$ cat config.mk
export PLATFORM = sky130hd
export DESIGN_NAME = bit_and_divide_execute_unit
export DESIGN_NICKNAME = d
export VERILOG_FILES = /design/src/bde_pkg.sv /design/src/bde_front.sv /design/src/bde_queue.sv /design/src/bde_back.sv /design/src/bit_and_divide_execute_unit.sv
export SDC_FILE = /design/constraint.sdc
export NUM_CORES = 1
export LEC_CHECK = 0
export BUFFER_PORTS_ARGS = -buffer_cell sky130_fd_sc_hd__buf_2
export CAP_MARGIN = 20
export CORE_ASPECT_RATIO = 2
export CORE_MARGIN = 2
export CORE_UTILIZATION = 50
export CTS_BUF_LIST = sky130_fd_sc_hd__clkbuf_8 sky130_fd_sc_hd__clkbuf_16
export DETAILED_ROUTE_END_ITERATION = 7
export PLACE_DENSITY = 0.7
export SYNTH_ARGS = -nofsm -noshare
export SYNTH_HDL_FRONTEND = slang
export SYNTH_SLANG_ARGS = --single-unit
$ cat constraint.sdc
create_clock -name clk -period 6.6 [get_ports clk]
set_input_delay 1.32 -clock clk [delete_from_list [all_inputs] [get_ports clk]]
set_output_delay 1.32 -clock clk [all_outputs]
set_load 0.05 [all_outputs]
$ cat src/bde_pkg.sv
// shared types, codes and helper functions for the bit and divide execute unit
`default_nettype none

package bde_pkg;

  localparam int unsigned DIV_STEPS = 32;

  localparam logic [4:0]  POS_MASK = 5'b11111;
  localparam logic [2:0]  CC_TRUE  = 3'b010;
  localparam logic [2:0]  CC_FALSE = 3'b000;
  localparam logic [31:0] ALL_ONES = 32'hFFFF_FFFF;
  localparam logic [31:0] SIGN_BIT = 32'h8000_0000;

  typedef enum logic [3:0] {
    OP_DIVU     = 4'd0,
    OP_DIVI     = 4'd1,
    OP_REMU     = 4'd2,
    OP_REMI     = 4'd3,
    OP_CHKBIT   = 4'd4,
    OP_ALTERBIT = 4'd5,
    OP_EXTRACT  = 4'd6,
    OP_SCANBIT  = 4'd7,
    OP_SPANBIT  = 4'd8
  } op_t;

  typedef enum logic [1:0] {
    FAULT_NONE     = 2'd0,
    FAULT_DIV_ZERO = 2'd1,
    FAULT_OVERFLOW = 2'd2
  } fault_t;

  // how the back end finishes an item
  typedef enum logic [1:0] {
    K_PLAIN = 2'd0,
    K_CC    = 2'd1,
    K_ALTER = 2'd2,
    K_DIV   = 2'd3
  } kind_t;

  typedef enum logic [1:0] {
    BK_IDLE = 2'd0,
    BK_DIV  = 2'd1,
    BK_FIN  = 2'd2
  } back_state_t;

  // classified item; opnd_a and opnd_b carry magnitudes for divides,
  // the value and the one-hot bit mask for alterbit
  typedef struct packed {
    kind_t       kind;
    logic [31:0] pre_result;
    logic        cc_flag;
    fault_t      fault;
    logic        rem_op;
    logic        negate;
    logic [31:0] opnd_a;
    logic [31:0] opnd_b;
  } bde_item_t;

  function automatic logic [31:0] magnitude(input logic [31:0] v);
    magnitude = v[31] ? (32'd0 - v) : v;
  endfunction

  // index of the highest set bit by halving, all ones when none
  function automatic logic [31:0] find_top_set(input logic [31:0] v);
    logic [4:0]  idx;
    logic [15:0] v16;
    logic [7:0]  v8;
    logic [3:0]  v4;
    logic [1:0]  v2;
    idx    = '0;
    idx[4] = |v[31:16];
    v16    = idx[4] ? v[31:16] : v[15:0];
    idx[3] = |v16[15:8];
    v8     = idx[3] ? v16[15:8] : v16[7:0];
    idx[2] = |v8[7:4];
    v4     = idx[2] ? v8[7:4] : v8[3:0];
    idx[1] = |v4[3:2];
    v2     = idx[1] ? v4[3:2] : v4[1:0];
    idx[0] = v2[1];
    find_top_set = (|v) ? {27'd0, idx} : ALL_ONES;
  endfunction

endpackage

`default_nettype wire

$ cat src/bde_front.sv
// front end: takes an item, classifies it and hands it to the queue
`default_nettype none

module bde_front import bde_pkg::*; (
  input  wire logic        clk,
  input  wire logic        rst,
  input  wire logic        in_valid,
  output logic             in_stall,
  input  wire logic [3:0]  opcode,
  input  wire logic [31:0] operand_a,
  input  wire logic [31:0] operand_b,
  input  wire logic [5:0]  field_length,
  output logic             push,
  input  wire logic        full,
  output bde_item_t        push_item
);

  logic      held;
  bde_item_t item;
  bde_item_t item_next;
  logic      take;

  logic [31:0] bit_mask;
  logic [31:0] len_mask;
  logic [31:0] top_a;
  logic [31:0] top_na;
  logic        b_zero;
  logic        sign_ovf;

  assign in_stall  = held && full;
  assign take      = in_valid && !in_stall;
  assign push      = held;
  assign push_item = item;

  assign bit_mask = 32'd1 << (operand_b[4:0] & POS_MASK);
  assign len_mask = field_length[5] ? ALL_ONES : ((32'd1 << field_length[4:0]) - 32'd1);
  assign top_a    = find_top_set(operand_a);
  assign top_na   = find_top_set(~operand_a);
  assign b_zero   = (operand_b == 32'd0);
  assign sign_ovf = (operand_a == SIGN_BIT) && (operand_b == ALL_ONES);

  always_comb begin
    item_next            = '0;
    item_next.kind       = K_PLAIN;
    item_next.fault      = FAULT_NONE;
    item_next.pre_result = '0;
    unique case (opcode)
      OP_DIVU, OP_REMU: begin
        if (b_zero) begin
          item_next.fault = FAULT_DIV_ZERO;
        end else begin
          item_next.kind   = K_DIV;
          item_next.rem_op = (opcode == OP_REMU);
          item_next.opnd_a = operand_a;
          item_next.opnd_b = operand_b;
        end
      end
      OP_DIVI, OP_REMI: begin
        if (b_zero) begin
          item_next.fault = FAULT_DIV_ZERO;
        end else if (sign_ovf) begin
          // most negative by minus one: quotient overflows, remainder is zero
          item_next.fault = (opcode == OP_DIVI) ? FAULT_OVERFLOW : FAULT_NONE;
        end else begin
          item_next.kind   = K_DIV;
          item_next.rem_op = (opcode == OP_REMI);
          item_next.negate = (opcode == OP_DIVI) ? (operand_a[31] ^ operand_b[31])
                                                 : operand_a[31];
          item_next.opnd_a = magnitude(operand_a);
          item_next.opnd_b = magnitude(operand_b);
        end
      end
      OP_CHKBIT: begin
        item_next.kind    = K_CC;
        item_next.cc_flag = |(operand_a & bit_mask);
      end
      OP_ALTERBIT: begin
        item_next.kind   = K_ALTER;
        item_next.opnd_a = operand_a;
        item_next.opnd_b = bit_mask;
      end
      OP_EXTRACT: begin
        item_next.pre_result = (operand_a >> (operand_b[4:0] & POS_MASK)) & len_mask;
      end
      OP_SCANBIT: begin
        item_next.kind       = K_CC;
        item_next.pre_result = top_a;
        item_next.cc_flag    = |operand_a;
      end
      OP_SPANBIT: begin
        item_next.kind       = K_CC;
        item_next.pre_result = top_na;
        item_next.cc_flag    = |(~operand_a);
      end
      default: begin
        item_next.kind = K_PLAIN;
      end
    endcase
  end

  always_ff @(posedge clk) begin
    if (rst) begin
      held <= 1'b0;
    end else if (take) begin
      held <= 1'b1;
    end else if (!full) begin
      held <= 1'b0;
    end
  end

  always_ff @(posedge clk) begin
    if (take) begin
      item <= item_next;
    end
  end

endmodule

`default_nettype wire

$ cat src/bde_queue.sv
// short queue of classified items between front and back end
`default_nettype none

module bde_queue import bde_pkg::*; #(
  parameter int unsigned DEPTH = 2
) (
  input  wire logic      clk,
  input  wire logic      rst,
  input  wire logic      push,
  input  wire bde_item_t push_item,
  output logic           full,
  input  wire logic      pop,
  output logic           nonempty,
  output bde_item_t      pop_item
);

  localparam int unsigned PtrW = $clog2(DEPTH);
  localparam int unsigned CntW = $clog2(DEPTH + 1);

  bde_item_t       entries [DEPTH];
  logic [PtrW-1:0] wr_ptr;
  logic [PtrW-1:0] rd_ptr;
  logic [CntW-1:0] count;
  logic            do_push;
  logic            do_pop;

  assign full     = (count == CntW'(DEPTH));
  assign nonempty = (count != '0);
  assign do_push  = push && !full;
  assign do_pop   = pop && nonempty;
  assign pop_item = entries[rd_ptr];

  always_ff @(posedge clk) begin
    if (rst) begin
      wr_ptr <= '0;
      rd_ptr <= '0;
      count  <= '0;
    end else begin
      if (do_push) begin
        wr_ptr <= (wr_ptr == PtrW'(DEPTH - 1)) ? '0 : wr_ptr + PtrW'(1);
      end
      if (do_pop) begin
        rd_ptr <= (rd_ptr == PtrW'(DEPTH - 1)) ? '0 : rd_ptr + PtrW'(1);
      end
      if (do_push && !do_pop) begin
        count <= count + CntW'(1);
      end else if (do_pop && !do_push) begin
        count <= count - CntW'(1);
      end
    end
  end

  always_ff @(posedge clk) begin
    if (do_push) begin
      entries[wr_ptr] <= push_item;
    end
  end

endmodule

`default_nettype wire

$ cat src/bde_back.sv
// back end: iterative divider, condition code and result register
`default_nettype none

module bde_back import bde_pkg::*; (
  input  wire logic      clk,
  input  wire logic      rst,
  input  wire logic      nonempty,
  input  wire bde_item_t pop_item,
  output logic           pop,
  output logic           out_valid,
  input  wire logic      out_stall,
  output logic [31:0]    result,
  output logic [2:0]     condition_code,
  output logic [1:0]     fault
);

  localparam int unsigned CountW = $clog2(DIV_STEPS);

  back_state_t state;
  back_state_t state_next;

  logic [2:0]        cc;
  logic [31:0]       rem;
  logic [31:0]       quot;
  logic [31:0]       divisor;
  logic [CountW-1:0] count;
  logic              negate;
  logic              rem_op;

  logic        out_free;
  logic        load_direct;
  logic        load_fin;
  logic        start_div;
  logic        last_step;
  logic [32:0] shifted;
  logic [32:0] diff;
  logic [31:0] fin_value;
  logic [31:0] direct_result;
  logic [2:0]  direct_cc;

  assign out_free  = !out_valid || !out_stall;
  assign last_step = (count == CountW'(DIV_STEPS - 1));

  // one restoring step: shift in the next dividend bit, subtract if it fits
  assign shifted   = {rem, quot[31]};
  assign diff      = shifted - {1'b0, divisor};
  assign fin_value = rem_op ? rem : quot;

  always_comb begin
    state_next = state;
    unique case (state)
      BK_IDLE: if (nonempty && out_free && pop_item.kind == K_DIV) state_next = BK_DIV;
      BK_DIV:  if (last_step) state_next = BK_FIN;
      BK_FIN:  if (out_free) state_next = BK_IDLE;
      default: state_next = BK_IDLE;
    endcase
  end

  always_comb begin
    pop         = (state == BK_IDLE) && nonempty && out_free;
    start_div   = pop && (pop_item.kind == K_DIV);
    load_direct = pop && (pop_item.kind != K_DIV);
    load_fin    = (state == BK_FIN) && out_free;
  end

  always_comb begin
    direct_result = pop_item.pre_result;
    direct_cc     = cc;
    unique case (pop_item.kind)
      K_PLAIN: direct_result = pop_item.pre_result;
      K_CC: begin
        direct_result = pop_item.pre_result;
        direct_cc     = pop_item.cc_flag ? CC_TRUE : CC_FALSE;
      end
      K_ALTER: begin
        direct_result = cc[1] ? (pop_item.opnd_a | pop_item.opnd_b)
                              : (pop_item.opnd_a & ~pop_item.opnd_b);
      end
      K_DIV: direct_result = '0;
    endcase
  end

  always_ff @(posedge clk) begin
    if (rst) begin
      state     <= BK_IDLE;
      cc        <= CC_FALSE;
      out_valid <= 1'b0;
    end else begin
      state <= state_next;
      if (load_direct) begin
        cc <= direct_cc;
      end
      if (load_direct || load_fin) begin
        out_valid <= 1'b1;
      end else if (!out_stall) begin
        out_valid <= 1'b0;
      end
    end
  end

  always_ff @(posedge clk) begin
    if (start_div) begin
      rem     <= '0;
      quot    <= pop_item.opnd_a;
      divisor <= pop_item.opnd_b;
      negate  <= pop_item.negate;
      rem_op  <= pop_item.rem_op;
      count   <= '0;
    end else if (state == BK_DIV) begin
      rem   <= diff[32] ? shifted[31:0] : diff[31:0];
      quot  <= {quot[30:0], !diff[32]};
      count <= count + CountW'(1);
    end
  end

  always_ff @(posedge clk) begin
    if (load_direct) begin
      result         <= direct_result;
      condition_code <= direct_cc;
      fault          <= pop_item.fault;
    end else if (load_fin) begin
      result         <= negate ? (32'd0 - fin_value) : fin_value;
      condition_code <= cc;
      fault          <= FAULT_NONE;
    end
  end

endmodule

`default_nettype wire

$ cat src/bit_and_divide_execute_unit.sv
// top level of the bit and divide execute unit
//
//   channel | handshake          | payload
//   --------+--------------------+------------------------------------------
//   in      | in_valid, in_stall | opcode, operand_a, operand_b, field_length
//   out     | out_valid,out_stall| result, condition_code, fault
//
// divides go through the queue pop, 32 restoring steps in the shared divider and
// a sign fix-up; bit operations finish in the pop cycle, one a cycle while the
// back end is idle and out_stall is low. a taken item reaches the back end via the
// front register, then the queue. rst is synchronous, empties the pipe and clears the
// internal condition code to 000. out_stall holds the result register; the front
// keeps taking items until the queue and front register are full.
`default_nettype none

module bit_and_divide_execute_unit import bde_pkg::*; #(
  parameter int unsigned QUEUE_DEPTH = 2
) (
  input  wire logic        clk,
  input  wire logic        rst,
  input  wire logic        in_valid,
  output logic             in_stall,
  input  wire logic [3:0]  opcode,
  input  wire logic [31:0] operand_a,
  input  wire logic [31:0] operand_b,
  input  wire logic [5:0]  field_length,
  output logic             out_valid,
  input  wire logic        out_stall,
  output logic [31:0]      result,
  output logic [2:0]       condition_code,
  output logic [1:0]       fault
);

  logic      push;
  logic      full;
  logic      pop;
  logic      nonempty;
  bde_item_t push_item;
  bde_item_t pop_item;

  bde_front u_front (
    .clk          (clk),
    .rst          (rst),
    .in_valid     (in_valid),
    .in_stall     (in_stall),
    .opcode       (opcode),
    .operand_a    (operand_a),
    .operand_b    (operand_b),
    .field_length (field_length),
    .push         (push),
    .full         (full),
    .push_item    (push_item)
  );

  bde_queue #(
    .DEPTH (QUEUE_DEPTH)
  ) u_queue (
    .clk       (clk),
    .rst       (rst),
    .push      (push),
    .push_item (push_item),
    .full      (full),
    .pop       (pop),
    .nonempty  (nonempty),
    .pop_item  (pop_item)
  );

  bde_back u_back (
    .clk            (clk),
    .rst            (rst),
    .nonempty       (nonempty),
    .pop_item       (pop_item),
    .pop            (pop),
    .out_valid      (out_valid),
    .out_stall      (out_stall),
    .result         (result),
    .condition_code (condition_code),
    .fault          (fault)
  );

endmodule

`default_nettype wire
==> results of run 1 <==
-- registers in the layout, indices dropped and copies added, names as in the netlist, named ones only --
| name | count |
|---|---|
| u_back.cc | 3 |
| u_queue.entries | 206 |
| u_back.rem | 32 |
| u_back.fault | 2 |
| u_back.result | 32 |
| u_back.out_valid | 1 |
| u_back.negate | 1 |
| u_back.rem_op | 1 |
| u_back.quot | 32 |
| u_back.divisor | 32 |
| u_queue.rd_ptr | 1 |
| u_queue.count | 2 |
| u_back.count | 5 |
| u_front.push_item | 103 |
| u_back.state | 2 |
| u_back.condition_code | 3 |
| u_front.push | 1 |
| u_queue.wr_ptr | 1 |
-- routing by layer --
metal / wire [um] / GRT usage (%)
met1: 27600 / 31.4
met2: 42900 / 55.1
met3: 3720 / 3.66
met4: 6810 / 21.8
met5: 8 / 0
-- worst paths after layout --
path         cells past startpoint                     end  slack (ps)
max                             13    u_front.push_item[2]        1950
min                              0  u_queue.entries[1][60]         450
max reg2reg                     14           u_back.rem[2]        2320
min reg2reg                      0  u_queue.entries[1][60]         450
-- per-stage QoR --
step | area [um^2] | utilization (%) | power (mW)
after floorplan | 25800 | - | 7.01
after global placement | 26800 | 52.6 | 8.09
after detailed placement | 26800 | 52.6 | 8.18
after CTS | 28100 | 55.2 | 10.6
after global routing | 28100 | 55.3 | 11.1
final | 28100 | 55.3 | 10.6
-- synthesized netlist by cell type (all sizes together) (14+ instances only) --
library cell	n	area share, %
o21ai	209	4.1
a21o	16	0.47
xnor2	37	1.3
nor3b	18	0.54
a32oi	19	0.65
a41o	31	1.2
ha	45	2.2
and2	19	0.46
o31ai	51	1.5
nand4	15	0.36
or3	23	0.58
a21oi	183	3.6
nand2	247	3.6
o211ai	20	0.58
nand2b	96	2.4
or4	18	0.54
mux2i	138	5.4
a211oi	14	0.41
nor2	203	3.0
a31oi	15	0.36
and3	16	0.39
xor2	25	0.85
buf	36	0.68
mux2	48	2.1
dfxtp	49	3.8
a221o	14	0.54
nor3	50	1.0
clkbuf	139	2.0
nor2b	26	0.63
edfxtp	412	48
inv	70	1.0
nand3	34	0.66
-- cells in the final DEF, fill, tap and decap left out, types with 50 or more instances in the layout --
master and n:
buf_2 116, o21ai_0 206, mux2i_1 137, a21oi_1 183, nand2_1 247, nor2_1 198
inv_1 72, nand2b_1 95, edfxtp_1 412, o31ai_1 50
-- worst max-delay path, stage by stage --
cell      delay [ps]
buf_2            770
ha_1             360
and2_0           140
buf_4            170
nand2_1           80
or4_1            500
nor3_2           190
nand2b_1         190
or2_2            310
buf_4            380
nor2_1           160
a222oi_1         260
inv_1             90
-- power by group --
group / total, mW / leakage (nW) / internal (mW) / switching (mW)
combinational: 3.94 / 5.43 / 1.34 / 2.60
sequential: 4.22 / 4.32 / 3.85 / 0.362
clock: 2.42 / 0.658 / 1.31 / 1.11
total: 10.6 / 10.4 / 6.51 / 4.07
-- kinds of logic (layout without fill, tap and decap cells) --
group                    count (synthesis)  count (layout)  synth area share, %
flip-flops                             461             461                 51.8
XOR/XNOR                                62              62                 2.11
multiplexers                           198             198                 8.51
buffers and inverters                  247             296                 3.77
adder cells (fa/ha/maj)                 46              46                 2.26
AO/OA/AOI/OAI                          667             667                 16.6
AND/OR/NAND/NOR                        796             796                 15.0
-- layout make-up --
cell class	count	area [um^2]	share of cell area (%)
timing repair buffer	153	856	3.04
tap	654	818	2.91
clock inverter	32	357	1.27
multi-input combinational	1769	11500	40.9
inverter	72	270	0.960
clock buffer	39	976	3.47
sequential	461	13400	47.5
==> run summary, run 1 <==
status = complete, no violations
Post-synth top flop = edfxtp_1
clk sink count = 461
Fin. Hold Viols = 0
Tot GR Track Use = 30.3%
r2r startpoint = u_back.quot[31]
io pins = 117
final wirelength = 81100 um
Die Ht = 325 um
Worst-path clk slew = 70 ps
post-placement cell count = 3108
largest net degree at the start of global routing = 76
clock buffer depth = 3
pre-CTS WS = 1440 ps
Core Region = 0.0509 mm^2
RSZ-0062 raised after global routing = no
Area Overhead vs Synth = 9.29%
CP Launch Point = operand_b[1]
DR pass1 iterations = 6
crit end category = flip-flop
DP HPWL = 61700 um
Die X = 164 um
Async SR Flop Fraction = 0%
Skew-Pair Late Insertion Delay = 570 ps
synthesized flop and latch total = 461
maxcap violations = 0
routability-driven placement congestion ratio = 1.03
Slew @ Worst Pin = 1160 ps
hold path start = u_front.push_item[60]
Peak VDD IR = 312 uV
max-slew violations = 0
period utilisation layout = 70.4%
fmax = 215 MHz
CTS tree = yes
synth warn = 0
CTS Hold Bufs = 0
die area = 0.0535 mm^2
Final Worst Setup Slack = 1950 ps
post-CTS sizing = 0
Wirelength per Cell = 25.5 um
final period demand of the worst path = 4650 ps
Initial Util = 50.6%
Nets = 2620
root buf cell = clkbuf_16
ANT nets after route = 0
share of layout cells above drive strength 1 = 12.4%
vias in the first global route = 19.9k
Final Non-Filler Cells = 3180
Final setup violation count = 0
Filler cells = 4470
Setup TNS Final = 0 ps
Worst EP arrival = 4960 ps
Worst Hold Class = reg2reg
initial antenna violation count = 2
postcts setup bufs = 0
grt ovf = 0
Mapped Avg Cell Area = 10.4 um^2
ant diodes = 0
Worst slew margin = 22.4%
Critical Path Source Type = input port
critical path peak fanout = 45
Setup CP Type = in2reg
Post-Syn Instances = 2477
Vias = 20.0k
CTS buffer count = 39
Netlist cell types = 84
port bufs = 116
power per cell area = 376 mW/mm^2
Placement Rows = 117
Vias/cell = 6.29
skew final = 17.8 ps
drt drc = 0
worst path required time = 6910 ps
Mapped Area = 0.0258 mm^2
hold slack = 448 ps
first-pass GRT wire length = 121000 um
Syn Nets = 2601
Leak = 10.4 nW
Seq/Total Area, Yosys = 51.8%
Starting DRT DRC Count = 1467
Clock H-tree levels = 2
EDFF count, synth = 412
Note: power is estimated with default switching activity, not from simulation.
==> run 2: changes to the inputs <==
==> constraint.sdc (replaced) <==
create_clock -name clk -period 4.21 [get_ports clk]
set_input_delay 0.842 -clock clk [delete_from_list [all_inputs] [get_ports clk]]
set_output_delay 0.842 -clock clk [all_outputs]
set_load 0.05 [all_outputs]
==> run 2 against run 1 <==
  * Final area is 3.1% higher
  * Register-to-register slack worse by 2100 ps
  * Hold slack worse by 6.2 ps
  * Count of clock-buffer cells in the layout shrank 1
  * Routed wire length grew 6.3%
  * Via count increased by 2.5%
  * Sequential power up 55%
  * Setup slack got worse by 1700 ps
  * Flip-flop and latch count unchanged
  * First-iteration DRC count is 14% higher
  * Clock power grew 52%
  * Sequential share of layout area fell by 1.4 points
==> run summary, run 2 (synthesized netlist as in run 1, its figures left out) <==
DP HPWL = 66800 um
post-route cell area = 0.0290 mm^2
met3 routed WL = 4080 um
Top Layer Used = met5
power per cell area = 574 mW/mm^2
total power = 16.7 mW
critical path peak fanout = 21
die area = 0.0535 mm^2
RSZ-0062 raised after global routing = no
worst path required time = 4700 ps
Tot GR Track Use = 32.2%
Nets = 2714
Skew-Pair Late Insertion Delay = 560 ps
Starting DRT DRC Count = 1670
postcts setup bufs = 0
Worst Hold Class = reg2reg
CTS tree = yes
fmax = 251 MHz
WL met2 = 45000 um
Clock H-tree levels = 2
clk sink count = 461
initial antenna violation count = 6
hold slack = 442 ps
Die Ht = 325 um
Final Non-Filler Cells = 3279
Metal-1 WL = 28800 um
skew final = 19.0 ps
DR pass1 iterations = 6
root buf cell = clkbuf_16
post-CTS sizing = 0
pre-CTS WS = -12.4 ps
port bufs = 116
commonest non-fill, non-tap cell in the layout = edfxtp_1
drt drc = 0
Register-to-Register Setup Slack = 230 ps
share of layout cells above drive strength 1 = 15.5%
clock buffer depth = 3
Placement Rows = 117
Worst slew margin = 28.6%
Critical Path Source Type = flip-flop
Peak VDD IR = 577 uV
Core Region = 0.0509 mm^2
CTS buffer count = 38
max-slew violations = 0
status = complete, no violations
Final Worst Setup Slack = 233 ps
first-pass GRT wire length = 127000 um
Die X = 164 um
post-placement cell count = 3204
Area Overhead vs Synth = 12.7%
Worst-path clk slew = 80 ps
period utilisation layout = 94.5%
crit end category = flip-flop
vias in the first global route = 20.6k
largest register by flop count = u_queue.entries
Fin. Hold Viols = 0
final period demand of the worst path = 3980 ps
grt ovf = 0
largest net degree at the start of global routing = 105
Initial Util = 50.6%
Final setup violation count = 0
slowest CP cell = o311ai_4
Leak = 10.9 nW
Setup CP Type = reg2reg
io pins = 117
CTS Hold Bufs = 0
CP Cell Sequence = inv_1, ha_1, fa_1, nand2b_1, a21oi_1, o211ai_1, a31oi_1, buf_4, a31oi_1, o311ai_4, buf_12, and3_1, a21oi_1, o21ai_0
Worst EP arrival = 4470 ps
routability-driven placement congestion ratio = 1.02
Vias = 20.5k
critical path's largest stage delay = 620 ps
Wirelength per Cell = 26.3 um
maxcap violations = 0
ANT nets after route = 0
placed instance area = 0.0277 mm^2
Slew @ Worst Pin = 1070 ps
Vias/cell = 6.25
final wirelength = 86200 um
most frequent cells in the layout = edfxtp_1 (412), nand2_1 (247), o21ai_0 (206)
Largest register FFs = 206
[run 2: cell types whose count changed in the layout (fill, tap and decap cells not counted), moves of 2 or more]
cell     delta
inv_8       -4
buf_12     +14
inv_1       +2
diode_2     +5
buf_4      +82
[run 2: routing by layer]
layer  up-vias  global-route usage (%)
li1       9485                       -
met2       822                    58.0
met4         4                    25.6
met1      9878                    32.6
met3       321                    4.39
met5         -                       0
[run 2: path summary, 6_finish.rpt]
kind / cells past startpoint / start / endpoint
max reg2reg: 14 / u_back.quot[31] / u_back.rem[2]
max: 14 / u_back.quot[31] / u_back.rem[2]
min: 0 / u_front.push_item[65] / u_queue.entries[1][65]
min reg2reg: 0 / u_front.push_item[65] / u_queue.entries[1][65]
[run 2: critical path, delay by kind of cell (launching register included)]
kind	cells	cell delay, ps
adders and majority gates	2	660
AOI/OAI and AO/OA	7	1930
DFF	1	390
and+or+nand+nor	2	390
buffers and inverters	3	530
[run 2: report_power, final]
part / total, mW / internal (mW) / switching [mW]
clock network: 3.69 / 2.05 / 1.64
logic: 6.41 / 2.27 / 4.14
registers: 6.56 / 6.04 / 0.520
[run 2: metrics by stage]
stage                     setup TNS (ps)  utilization (%)
after floorplan                        0                -
after global placement                 0             54.4
after detailed placement           -12.4             54.4
after CTS                              0             56.9
after global routing                   0             56.9
final                                  0             57.0
[run 2: cell type report]
class                   instances  area, um^2
inverters                      72         270
fillers                      4405       21900
well taps                     654         818
diodes                          5        12.5
multi-input cells            1769       11500
clock buffers                  38         951
flip-flops and latches        461       13400
clock inverters                32         344
repair buffers                248        1750
==> run 3: changes to the inputs <==
--- a/config.mk
+++ b/config.mk
@@ -7,7 +7,7 @@
 export LEC_CHECK = 0
 export BUFFER_PORTS_ARGS = -buffer_cell sky130_fd_sc_hd__buf_2
 export CAP_MARGIN = 20
-export CORE_ASPECT_RATIO = 2
+export CORE_ASPECT_RATIO = 1.5
 export CORE_MARGIN = 2
 export CORE_UTILIZATION = 50
 export CTS_BUF_LIST = sky130_fd_sc_hd__clkbuf_8 sky130_fd_sc_hd__clkbuf_16
==> run 3 against run 2 <==
  * Global-route usage is 2.3 points lower
  * Die area is 0.13% lower
  * Sequential share of layout area is 0.31 points higher
  * Clock skew is 8.1 ps higher
  * Flip-flop and latch count stayed put
  * Register-to-register slack better by 20 ps
  * Power hardly changed
  * Clock power is 2% higher
  * Critical path type unchanged
==> run summary, run 3 (synthesized netlist as in run 1, its figures left out) <==
status = complete, no violations
postcts setup bufs = 0
Worst Hold Class = reg2reg
grt ovf = 0
area of the multi-input gates = 0.0115 mm^2
Starting DRT DRC Count = 1732
Worst-path clk slew = 60 ps
crit end category = flip-flop
Leak = 10.8 nW
Clock H-tree levels = 2
Peak VDD IR = 454 uV
initial antenna violation count = 2
fmax = 252 MHz
Core Region = 0.0508 mm^2
routability-driven placement congestion ratio = 1.04
Worst EP arrival = 4400 ps
CTS tree = yes
CTS buffer count = 41
clock buffer depth = 3
RSZ-0062 raised after global routing = no
Sequential Area = 0.0134 mm^2
Placement Rows = 101
drt drc = 0
share of layout cells above drive strength 1 = 14.4%
most frequent cells in the layout = edfxtp_1 (412), nand2_1 (246), o21ai_0 (206)
DP HPWL = 60300 um
CTS Hold Bufs = 0
ANT nets after route = 0
Tot GR Track Use = 29.9%
slowest CP cell = o311ai_4
largest net degree at the start of global routing = 104
Worst slew margin = 32.3%
Area Overhead vs Synth = 11.9%
CP Cell Sequence = inv_1, ha_1, fa_1, nand2b_1, a21oi_1, o211ai_1, a31oi_1, buf_4, a31oi_1, o311ai_4, buf_12, nand2_1, o211ai_1, o21ai_0
Initial Util = 50.7%
Final Non-Filler Cells = 3269
max-slew violations = 0
final period demand of the worst path = 3960 ps
worst path required time = 4650 ps
Die X = 189 um
Vias = 20.4k
first-pass GRT wire length = 121000 um
Setup CP Type = reg2reg
maxcap violations = 0
largest register by flop count = u_queue.entries
DR pass1 iterations = 8
post-CTS sizing = 0
clk sink count = 461
Wirelength per Cell = 24.6 um
Filler cells = 4396
post-placement cell count = 3193
final wirelength = 80500 um
port bufs = 116
commonest non-fill, non-tap cell in the layout = edfxtp_1
Final setup violation count = 0
Fin. Hold Viols = 0
Skew-Pair Late Insertion Delay = 580 ps
Largest register FFs = 206
Setup TNS Final = 0 ps
io pins = 117
Vias/cell = 6.24
power per cell area = 578 mW/mm^2
die area = 0.0534 mm^2
critical path's largest stage delay = 530 ps
Slew @ Worst Pin = 1010 ps
root buf cell = clkbuf_16
Nets = 2691
critical path peak fanout = 26
Die Ht = 282 um
period utilisation layout = 94.1%
vias in the first global route = 20.0k
Critical Path Source Type = flip-flop
skew final = 27.1 ps
## run 3: cell types whose count changed in the layout (fill, tap and decap cells not counted), moves of 3 or more
cell	previous run	this run
clkinv_1	5	12
clkinv_2	8	5
buf_4	118	98
clkbuf_16	38	41
inv_1	74	77
buf_12	14	8
diode_2	5	1
## run 3: path summary, 6_finish.rpt
kind | from | endpoint | slack (ps) | cells after the start
max | u_back.quot[31] | u_back.rem[0] | 250 | 14
min | u_front.push_item[32] | u_queue.entries[0][32] | 430 | 0
max reg2reg | u_back.quot[31] | u_back.rem[0] | 250 | 14
min reg2reg | u_front.push_item[32] | u_queue.entries[0][32] | 430 | 0
## run 3: cell type report
type                            count  area share, %
Sequential cell                   461           46.3
Multi-Input combinational cell   1769           40.0
Timing Repair Buffer              222           5.12
Clock buffer                       41           3.56
Tap cell                          669           2.90
Clock inverter                     34           1.18
Inverter                           72          0.938
Antenna cell                        1        0.00868
## run 3: power breakdown
part	leakage, nW	internal [mW]	switching [mW]
clock	0.689	2.11	1.66
combinational	5.79	2.23	4.11
sequential	4.32	6.04	0.507
## run 3: per-stage QoR
stage / total power [mW] / setup WS (ps) / hold slack, ps / utilization, % / cell area, um^2
6_report: 16.7 / 249 / 428 / 56.7 / 28800
5_1_grt: 17.5 / 52.2 / 448 / 56.7 / 28800
4_1_cts: 16.7 / 227 / 434 / 56.7 / 28800
3_5_place_dp: 12.9 / 221 / 430 / 54.0 / 27500
3_3_place_gp: 12.8 / 272 / 425 / 54.0 / 27400
2_1_floorplan: 11.0 / 61.8 / 421 / - / 25800
## run 3: routing by layer
layer	GRT usage, %	part of all wire, %	vias up
met2	54.5	52	831
met1	34.2	37	9885
met3	2.78	5.2	259
li1	-	-	9428
met4	17.5	6.3	2
met5	0	0.020	-
## run 3: critical path: cells and delay by family, from the launching register on
family / cells / cell delay [ps]
and+or+nand+nor: 2 / 270
buffers and inverters: 3 / 570
adders and majority gates: 2 / 650
AOI/OAI and AO/OA: 7 / 1960
DFF: 1 / 400
